`src/rtl/urb_pkg.sv`:
```
// Shared types and constants for the serial port receive and transmit ring buffers.
`default_nettype none

package urb_pkg;

    localparam int unsigned RX_DEPTH_DEF = 64;
    localparam int unsigned TX_DEPTH_DEF = 64;
    localparam int unsigned BYTE_W       = 8;

    typedef enum logic [1:0] {
        MODE_RX_BYTE  = 2'd0,
        MODE_SW_READ  = 2'd1,
        MODE_SW_SEND  = 2'd2,
        MODE_TX_READY = 2'd3
    } mode_t;

    typedef enum logic [2:0] {
        ST_OK       = 3'd0,
        ST_RX_EMPTY = 3'd1,
        ST_TX_FULL  = 3'd2,
        ST_RX_DROP  = 3'd3,
        ST_TX_IDLE  = 3'd4
    } status_t;

    typedef logic [BYTE_W-1:0] byte_t;

    typedef struct packed {
        logic  push;
        logic  pop;
        byte_t wr_data;
    } ring_ctl_t;

    typedef struct packed {
        logic full;
        logic empty;
    } ring_stat_t;

endpackage

`default_nettype wire

```
`src/rtl/urb_if.sv`:
```
// Request and result channel interfaces for the ring buffer block.
`default_nettype none

interface urb_cmd_if;
    import urb_pkg::*;

    logic  valid;
    logic  ready;
    mode_t mode;
    byte_t data_in;

    modport source (output valid, output mode, output data_in, input ready);
    modport sink   (input valid, input mode, input data_in, output ready);
endinterface

interface urb_result_if;
    import urb_pkg::*;

    logic    valid;
    logic    ready;
    status_t status;
    byte_t   data_out;
    logic    data_valid;
    logic    tx_request;

    modport source (output valid, output status, output data_out, output data_valid,
                    output tx_request, input ready);
    modport sink   (input valid, input status, input data_out, input data_valid,
                    input tx_request, output ready);
endinterface

`default_nettype wire

```
`src/rtl/uart_rx_tx_ring_buffers.sv`:
```
// Top level: serial port receive and transmit ring buffers with request/result channels.
// Two-stage pipeline: a request is registered in the first stage, then in the output stage.
// Throughput: one request per cycle unless results stall; the memory read is registered.
// Backpressure on the result channel stalls the pipeline; the request side stalls only when full.
// Reset clears both rings' pointers, the transmit-request flag and the pipeline valids.
// Ring memories are not cleared; only entries already written are ever read.
`default_nettype none

module uart_rx_tx_ring_buffers #(
    parameter int unsigned RX_DEPTH = urb_pkg::RX_DEPTH_DEF,
    parameter int unsigned TX_DEPTH = urb_pkg::TX_DEPTH_DEF
) (
    input  wire logic   clk,
    input  wire logic   rst_n,
    urb_cmd_if.sink     cmd,
    urb_result_if.source result
);
    import urb_pkg::*;

    ring_ctl_t  rx_ctl;
    ring_ctl_t  tx_ctl;
    ring_stat_t rx_stat;
    ring_stat_t tx_stat;
    byte_t      rx_rd_data;
    byte_t      tx_rd_data;

    logic    accept;
    logic    s1_adv;
    status_t status_now;
    logic    dv_now;
    logic    flag_next;
    logic    flag_reg;

    logic    s1_valid_reg;
    status_t s1_status_reg;
    logic    s1_dv_reg;
    logic    s1_tx_reg;
    logic    s1_flag_reg;

    logic    out_valid_reg;
    status_t out_status_reg;
    byte_t   out_data_reg;
    logic    out_dv_reg;
    logic    out_flag_reg;

    urb_ring #(.DEPTH(RX_DEPTH)) u_rx_ring (
        .clk     (clk),
        .rst_n   (rst_n),
        .ctl     (rx_ctl),
        .stat    (rx_stat),
        .rd_data (rx_rd_data)
    );

    urb_ring #(.DEPTH(TX_DEPTH)) u_tx_ring (
        .clk     (clk),
        .rst_n   (rst_n),
        .ctl     (tx_ctl),
        .stat    (tx_stat),
        .rd_data (tx_rd_data)
    );

    assign s1_adv    = s1_valid_reg && (!out_valid_reg || result.ready);
    assign cmd.ready = !s1_valid_reg || s1_adv;
    assign accept    = cmd.valid && cmd.ready;

    always_comb
    begin
        rx_ctl     = '{push: 1'b0, pop: 1'b0, wr_data: cmd.data_in};
        tx_ctl     = '{push: 1'b0, pop: 1'b0, wr_data: cmd.data_in};
        status_now = ST_OK;
        dv_now     = 1'b0;
        flag_next  = flag_reg;
        case (cmd.mode)
            MODE_RX_BYTE:
            begin
                if (rx_stat.full)
                begin
                    status_now = ST_RX_DROP;
                end
                else
                begin
                    rx_ctl.push = accept;
                end
            end
            MODE_SW_READ:
            begin
                if (rx_stat.empty)
                begin
                    status_now = ST_RX_EMPTY;
                end
                else
                begin
                    rx_ctl.pop = accept;
                    dv_now     = 1'b1;
                end
            end
            MODE_SW_SEND:
            begin
                if (tx_stat.full)
                begin
                    status_now = ST_TX_FULL;
                end
                else
                begin
                    tx_ctl.push = accept;
                    flag_next   = 1'b1;
                end
            end
            MODE_TX_READY:
            begin
                if (!flag_reg)
                begin
                    status_now = ST_TX_IDLE;
                end
                else if (tx_stat.empty)
                begin
                    status_now = ST_TX_IDLE;
                    flag_next  = 1'b0;
                end
                else
                begin
                    tx_ctl.pop = accept;
                    dv_now     = 1'b1;
                end
            end
            default:
            begin
                status_now = ST_OK;
            end
        endcase
    end

    always_ff @(posedge clk or negedge rst_n)
    begin
        if (!rst_n)
        begin
            flag_reg      <= 1'b0;
            s1_valid_reg  <= 1'b0;
            out_valid_reg <= 1'b0;
        end
        else
        begin
            if (accept)
            begin
                flag_reg <= flag_next;
            end
            if (accept)
            begin
                s1_valid_reg <= 1'b1;
            end
            else if (s1_adv)
            begin
                s1_valid_reg <= 1'b0;
            end
            if (s1_adv)
            begin
                out_valid_reg <= 1'b1;
            end
            else if (result.ready)
            begin
                out_valid_reg <= 1'b0;
            end
        end
    end

    always_ff @(posedge clk)
    begin
        if (accept)
        begin
            s1_status_reg <= status_now;
            s1_dv_reg     <= dv_now;
            s1_tx_reg     <= (cmd.mode == MODE_TX_READY);
            s1_flag_reg   <= flag_next;
        end
        if (s1_adv)
        begin
            out_status_reg <= s1_status_reg;
            out_dv_reg     <= s1_dv_reg;
            out_flag_reg   <= s1_flag_reg;
            if (!s1_dv_reg)
            begin
                out_data_reg <= '0;
            end
            else if (s1_tx_reg)
            begin
                out_data_reg <= tx_rd_data;
            end
            else
            begin
                out_data_reg <= rx_rd_data;
            end
        end
    end

    assign result.valid      = out_valid_reg;
    assign result.status     = out_status_reg;
    assign result.data_out   = out_data_reg;
    assign result.data_valid = out_dv_reg;
    assign result.tx_request = out_flag_reg;

endmodule

`default_nettype wire

```
`src/rtl/urb_ring.sv`:
```
// One ring buffer: storage memory, write and read pointers, registered read data.
`default_nettype none

module urb_ring #(
    parameter int unsigned DEPTH = urb_pkg::RX_DEPTH_DEF
) (
    input  wire logic               clk,
    input  wire logic               rst_n,
    input  wire urb_pkg::ring_ctl_t ctl,
    output urb_pkg::ring_stat_t     stat,
    output urb_pkg::byte_t          rd_data
);
    import urb_pkg::*;

    localparam int unsigned AW = (DEPTH > 1) ? $clog2(DEPTH) : 1;
    localparam logic [AW-1:0] LAST = AW'(DEPTH - 1);

    byte_t         mem [DEPTH];
    byte_t         rd_data_reg;
    logic [AW-1:0] wr_ptr_reg;
    logic [AW-1:0] wr_ptr_next;
    logic [AW-1:0] rd_ptr_reg;
    logic [AW-1:0] rd_ptr_next;
    logic [AW-1:0] wr_ptr_inc;
    logic [AW-1:0] rd_ptr_inc;

    always_comb
    begin
        wr_ptr_inc  = (wr_ptr_reg == LAST) ? '0 : wr_ptr_reg + AW'(1);
        rd_ptr_inc  = (rd_ptr_reg == LAST) ? '0 : rd_ptr_reg + AW'(1);
        stat.full   = (wr_ptr_inc == rd_ptr_reg);
        stat.empty  = (wr_ptr_reg == rd_ptr_reg);
        wr_ptr_next = ctl.push ? wr_ptr_inc : wr_ptr_reg;
        rd_ptr_next = ctl.pop ? rd_ptr_inc : rd_ptr_reg;
    end

    always_ff @(posedge clk or negedge rst_n)
    begin
        if (!rst_n)
        begin
            wr_ptr_reg <= '0;
            rd_ptr_reg <= '0;
        end
        else
        begin
            wr_ptr_reg <= wr_ptr_next;
            rd_ptr_reg <= rd_ptr_next;
        end
    end

    always_ff @(posedge clk)
    begin
        if (ctl.push)
        begin
            mem[wr_ptr_reg] <= ctl.wr_data;
        end
        if (ctl.pop)
        begin
            rd_data_reg <= mem[rd_ptr_reg];
        end
    end

    assign rd_data = rd_data_reg;

endmodule

`default_nettype wire

```
`src/flat_wrapper.sv`:
```
// flat-port wrapper written by rule: the top's interface ports become plain ports
module uart_rx_tx_ring_buffers_flat import urb_pkg::*;
#(
    parameter int unsigned RX_DEPTH = urb_pkg::RX_DEPTH_DEF,
    parameter int unsigned TX_DEPTH = urb_pkg::TX_DEPTH_DEF
)
  (clk, rst_n, cmd_valid, cmd_mode, cmd_data_in, cmd_ready, result_valid, result_status, result_data_out, result_data_valid, result_tx_request, result_ready);
  urb_cmd_if cmd_i ();
  urb_result_if result_i ();
  input  wire logic clk;
  input  wire logic rst_n;
  input wire logic [$bits(cmd_i.valid)-1:0] cmd_valid;
  input wire logic [$bits(cmd_i.mode)-1:0] cmd_mode;
  input wire logic [$bits(cmd_i.data_in)-1:0] cmd_data_in;
  output wire logic [$bits(cmd_i.ready)-1:0] cmd_ready;
  output wire logic [$bits(result_i.valid)-1:0] result_valid;
  output wire logic [$bits(result_i.status)-1:0] result_status;
  output wire logic [$bits(result_i.data_out)-1:0] result_data_out;
  output wire logic [$bits(result_i.data_valid)-1:0] result_data_valid;
  output wire logic [$bits(result_i.tx_request)-1:0] result_tx_request;
  input wire logic [$bits(result_i.ready)-1:0] result_ready;
  assign cmd_i.valid = cmd_valid;
  assign cmd_i.mode = cmd_mode;
  assign cmd_i.data_in = cmd_data_in;
  assign cmd_ready = cmd_i.ready;
  assign result_valid = result_i.valid;
  assign result_status = result_i.status;
  assign result_data_out = result_i.data_out;
  assign result_data_valid = result_i.data_valid;
  assign result_tx_request = result_i.tx_request;
  assign result_i.ready = result_ready;
  uart_rx_tx_ring_buffers #(.RX_DEPTH(RX_DEPTH), .TX_DEPTH(TX_DEPTH)) u_core (.clk(clk), .rst_n(rst_n), .cmd(cmd_i), .result(result_i));
endmodule
```
`config.mk`:
```
export PLATFORM = sky130hd
export DESIGN_NAME = uart_rx_tx_ring_buffers_flat
export DESIGN_NICKNAME = d
export VERILOG_FILES = /design/src/rtl/urb_pkg.sv /design/src/rtl/urb_if.sv /design/src/rtl/uart_rx_tx_ring_buffers.sv /design/src/rtl/urb_ring.sv /design/src/flat_wrapper.sv
export SDC_FILE = /design/constraint.sdc
export NUM_CORES = 1
export LEC_CHECK = 0
export ABC_AREA = 1
export BUFFER_PORTS_ARGS = -buffer_cell sky130_fd_sc_hd__buf_2
export CAP_MARGIN = 20
export CELL_PAD_IN_SITES_DETAIL_PLACEMENT = 1
export CELL_PAD_IN_SITES_GLOBAL_PLACEMENT = 2
export CORE_MARGIN = 5
export CORE_UTILIZATION = 45
export DETAILED_ROUTE_END_ITERATION = 6
export PLACE_DENSITY = 0.94
export SYNTH_ARGS = -nofsm -noshare
export SYNTH_HDL_FRONTEND = slang
export SYNTH_HIERARCHICAL = 1
export SYNTH_SLANG_ARGS = --single-unit
```
`constraint.sdc`:
```
create_clock -name clk -period 7.6 [get_ports clk]
set_clock_uncertainty 0.2 [all_clocks]
set_input_delay 0.76 -clock clk [delete_from_list [all_inputs] [get_ports clk]]
set_output_delay 0.76 -clock clk [all_outputs]
set_load 0.005 [all_outputs]
```
# [Yosys cells after proc, flatten, opt, wreduce, memory -nomap -nowiden]
# Memory sizes are Yosys's and may differ from the RTL's. A register that Yosys moved wholly into a read port is not among the register bits.
# Index checks and enable logic that the tools add are counted.
[op_classes] add_sub_neg=4 n_eq_ne=11 n_mux=34 n_reduce_logical=9
[op_table] operator="adder 6 x 1 -> 6 bit (second input constant)" count=4
[op_table] operator="== test 6 bit" count=4
[op_table] operator="== test 6 bit (second input constant)" count=4
[op_table] operator="2-to-1 mux 6 bit" count=4
[op_table] operator="2-to-1 mux 1 bit" count=22
[op_table] operator="one-hot mux 3 bit (4 select lines)" count=1
[op_table] operator="2-to-1 mux 8 bit" count=1
[op_table] operator="2-to-1 mux 3 bit" count=2
[op_table] operator="== test 2 bit (second input constant)" count=2
[op_table] operator="2-to-1 mux 2 bit" count=2
[op_table] operator="one-hot mux 1 bit (2 select lines)" count=2
[op_table] operator="nonzero test 2 bit" count=2
[op_table] operator="== test 2 x 1 -> 1 bit (second input constant)" count=1
[op_table] operator="logical AND 1 bit" count=2
[op_table] operator="logical NOT 1 bit" count=2
[op_table] operator="logical NOT 2 bit" count=1
[op_table] operator="logical OR 1 bit" count=2
[word_totals] reg_bits=46 ramBits=1024 input_bits=14 out_inout_bits=15 word_cells=75 n_memories=2
[mem_list] memory="u_core.u_rx_ring.mem" words=64 width=8 rd=1 rd_clocked_by_memory_dff=1 write_ports=1 line="urb_ring.sv:18" source="byte_t mem [DEPTH];"
[mem_list] memory="u_core.u_tx_ring.mem" words=64 width=8 rd=1 rd_clocked_by_memory_dff=1 write_ports=1 line="urb_ring.sv:18"

# [Logic depth before layout (Yosys ltp)]
[depth] ltp_word=9 mapped_depth=17 ltp_nobuf=15

# [Cells and area by module]
# Netlist, hierarchy kept.
[modules_own_cells] module="urb_ring" n_inst=2 cells_per_inst=2201 area_per_inst_um2=23132.2 seq_area_each_um2=15915.3
[modules_own_cells] module="uart_rx_tx_ring_buffers" n_inst=1 cells_per_inst=84 area_per_inst_um2=925.9 seq_area_each_um2=645.6

# [Least setup slack after synthesis]
# Ideal clock, no wire load.
[synth_timing] kind="reg2reg" start="reg u_core.u_rx_ring.wr_ptr_reg[0]" end="mem u_core/u_rx_ring/mem[48][0] (netlist name), enable pin" setup_ns=0.395 t_arrival_ns=2.592 slack_ns=4.413 stages_incl_launch_ff=13 n_path_buf=0 period_less_slack_ns=3.187 cell_sequence="dfrtp_1 -> ha_1 -> nand2_1 -> inv_1 -> nand2_1 -> nand3_1 -> nor2_1 -> nor2_1 -> nand3_1 -> nor2_1 -> nor3_1 -> nand4_1 -> nor4_1"
[synth_rtl] element="start, declared" line="urb_ring.sv:20" source="logic [AW-1:0] wr_ptr_reg;"
[synth_rtl] element="start signal, assigned" line="urb_ring.sv:46" source="wr_ptr_reg <= wr_ptr_next;"
[synth_rtl] element="end, declared" line="urb_ring.sv:18"

==> summary.txt <==
Outcome
  • Status: complete, no violations

Clock tree
  • Setup repair bufs after CTS: 0
  • TritonCTS clock tree: built
  • Cts bufs inserted: 113
  • CTS Root Cell: clkbuf_16
  • Clock Tree Buf Depth: 3
  • # resized after CTS: 0
  • Clk_lat worst skew: 700 ps
  • Htree depth: 3
  • Clock-pin slew of the registers on the worst-case setup and hold paths: 60 ps
  • Clock sinks: 1086
  • Hold Buf Count CTS: 1

Setup path
  • Reg2reg path depth: 13
  • Worst endpoint data arrival time: 4670 ps
  • Critical Path RT: 7710 ps
  • Worst Setup End Kind: register
  • Worst Setup Start Kind: register
  • CP Max Fanout: 12
  • WS Path Type: register to register

Cells and area
  • Fraction of layout cells with a size suffix above 1: 6.925%
  • Filler cells: 11210
  • Fin cells: 5915
  • Layout area overhead: 9.959%
  • Biggest regs: u_core/u_rx_ring/mem (512), u_core/u_tx_ring/mem (512)
  • Most common cell after layout, fill and taps aside: nand2_1
  • Util after Layout: 49.99%
  • Most frequent cells in the layout: 1340 x nand2_1, 1059 x edfxtp_1, 742 x nand3_1, 647 x inv_1, 183 x nor2_1
  • Final net count: 4464

Pwr
  • Static Leak: 20.76 nW
  • VDD IR-drop max: 0.2410 mV
  • Pwr Density: 332.7 nW/um^2

Routing
  • Vias per cell: 5.544
  • Via count of the routed design: 32790
  • First DRT Iteration DRCs: 3150
  • # DRC: 0
  • Drt wl/cell: 23.31 um
  • Pre-antenna DRT Iters: 5
  • ANT nets after route: 0
  • WL final: 137900 um

Die
  • Core Box Area: 103800 um^2
  • Die area: 111400 um^2
  • Initial Util: 45.47%
  • Rows: 118
  • IO Count: 29
  • Die H: 333.8 um
  • Die width: 333.8 um

Placement
  • DP HPWL: 81700 um
  • Port bufs: 28
  • Dpl ws: 3094 ps
  • GPL Wtd Cong: 0.8676
  • Placed cells: 5708

STA
  • Slew margin rel.: 23.68%
  • Peak Freq: 0.2195 GHz
  • Setup ws final: 3044 ps
  • Setup_tns: 0 ps
  • Setup-failing EPs final: 0
  • Final hold vios: 0
  • RSZ-0062 raised after global routing: no
  • WHS: 158.2 ps
  • Worst-margin pin slew: 1141 ps
  • Final min period: 4556 ps
  • Fin. max-slew vios: 0
  • Fin crit share: 59.94%

Synth
  • Mapped Cells: 4486
  • Largest cells by area after synthesis: edfxtp_1 67%, nand2_1 11%, nand3_1 7.9%
  • Syn avg cell area: 10.52 um^2
  • FF+latch count, synth: 1086
  • Ys Warns: 6
  • Synth unique cells: 33
  • Mapped Area: 47190 um^2
  • Post-Syn Nets: 4504
  • Sequential fraction of the synthesis area: 68.82%
  • Area share of the largest cell type after synthesis: 67.39%
  • Post-synth top area cell: edfxtp_1

Worst hold path
  • Hold path depth: 4
  • HP Class: input pin to register

Global routing
  • Number of global-route vias before repair: 34240
  • Initial antenna violation count: 4
  • Wire length of the first global-routing pass: 208700 um
  • GRT Total Usage: 24.30%
  • Largest net degree at the start of global routing: 184
  • GR Overflow Total: 0

Job
  • Max cap viols: 0
[per-layer routing]
layer | wire, um | track usage, %
met1 | 57330 | 32.28
met2 | 68080 | 41.75
met3 | 7486 | 2.890
met4 | 5000 | 8.375
met5 | 13 | 0
[logic make-up after synthesis]
group / after synthesis / share of synthesized area (%)
and+or+nand+nor: 2357 / 21.27
DFF: 1086 / 68.82
buffers and inverters: 899 / 7.766
AOI/OAI and AO/OA: 122 / 1.700
xor gates and xnor gates: 18 / 0.3341
adders and majority gates: 4 / 0.1061
[final cells by class]
type	count	area [um^2]	area share, %
clock buffers	140	2970	5.724
well taps	1380	1727	3.328
flip-flops and latches	1086	32490	62.62
multi-input cells	2501	11070	21.33
diodes	1	2.502	0.004823
inverters	665	2511	4.839
clock inverters	63	534.3	1.030
repair buffers	79	585.6	1.128
[Yosys cell counts]
| library cell | n |
|---|---|
| nand2_1 | 1340 |
| edfxtp_1 | 1059 |
| nand3_1 | 742 |
| inv_1 | 649 |
| nor2_1 | 183 |
| buf_2 | 142 |
| o211ai_1 | 66 |
| or2_2 | 48 |
| clkbuf_1 | 46 |
| o21ai_0 | 41 |
| dfrtp_1 | 27 |
| buf_4 | 22 |
| buf_1 | 20 |
| nand4_1 | 20 |
| nor4_1 | 14 |
| xor2_1 | 14 |
| clkinv_1 | 8 |
| inv_2 | 8 |
| o21ai_1 | 6 |
| buf_6 | 4 |
| ha_1 | 4 |
| nor3_1 | 4 |
| o2111ai_1 | 4 |
| xnor2_1 | 4 |
| a211oi_1 | 2 |
| nor4_4 | 2 |
| a21oi_1 | 1 |
| and2_1 | 1 |
| nand2_2 | 1 |
| nand2_4 | 1 |
| nand3_2 | 1 |
| o21ai_2 | 1 |
| o31ai_1 | 1 |
[stage by stage]
stage	power (mW)	cell area (um^2)
final	17.26	51890
after global placement	11.85	48330
after CTS	17.30	51850
after floorplan	10.35	47190
after global routing	18.04	51890
after detailed placement	11.96	48340
[worst max-delay path, cell delays in order, from the launching register on]
cell and delay [ps]:
dfrtp_1 620, ha_1 280, nand2_1 70, inv_1 130, nand3_1 100, nand2_1 120
xor2_1 170, nor2_1 70, nand3_1 80, nor2_1 60, nor3_1 230, buf_4 220
nand4_1 830, nor2_1 990
[power breakdown]
group	switching [mW]	leakage [nW]	internal [mW]
registers	0.336	9.85	6.71
clock network	2.32	1.72	3.00
logic	3.59	9.19	1.32
[worst paths after layout]
path                                                startpoint                        endpoint  slack [ps]
max in group asynchronous                                rst_n  u_core/u_rx_ring/rd_ptr_reg[0]        6020
worst min register to register         u_core/s1_status_reg[0]         u_core/result.status[0]         250
min in group asynchronous                                rst_n             u_core/s1_valid_reg         520
worst max-delay path            u_core/u_tx_ring/wr_ptr_reg[1]     u_core/u_tx_ring/mem[45][2]        3040
worst max register to register  u_core/u_tx_ring/wr_ptr_reg[1]     u_core/u_tx_ring/mem[45][2]        3040
worst min-delay path                              result_ready             u_core/result.valid         160
(Power assumes the default switching activity.)
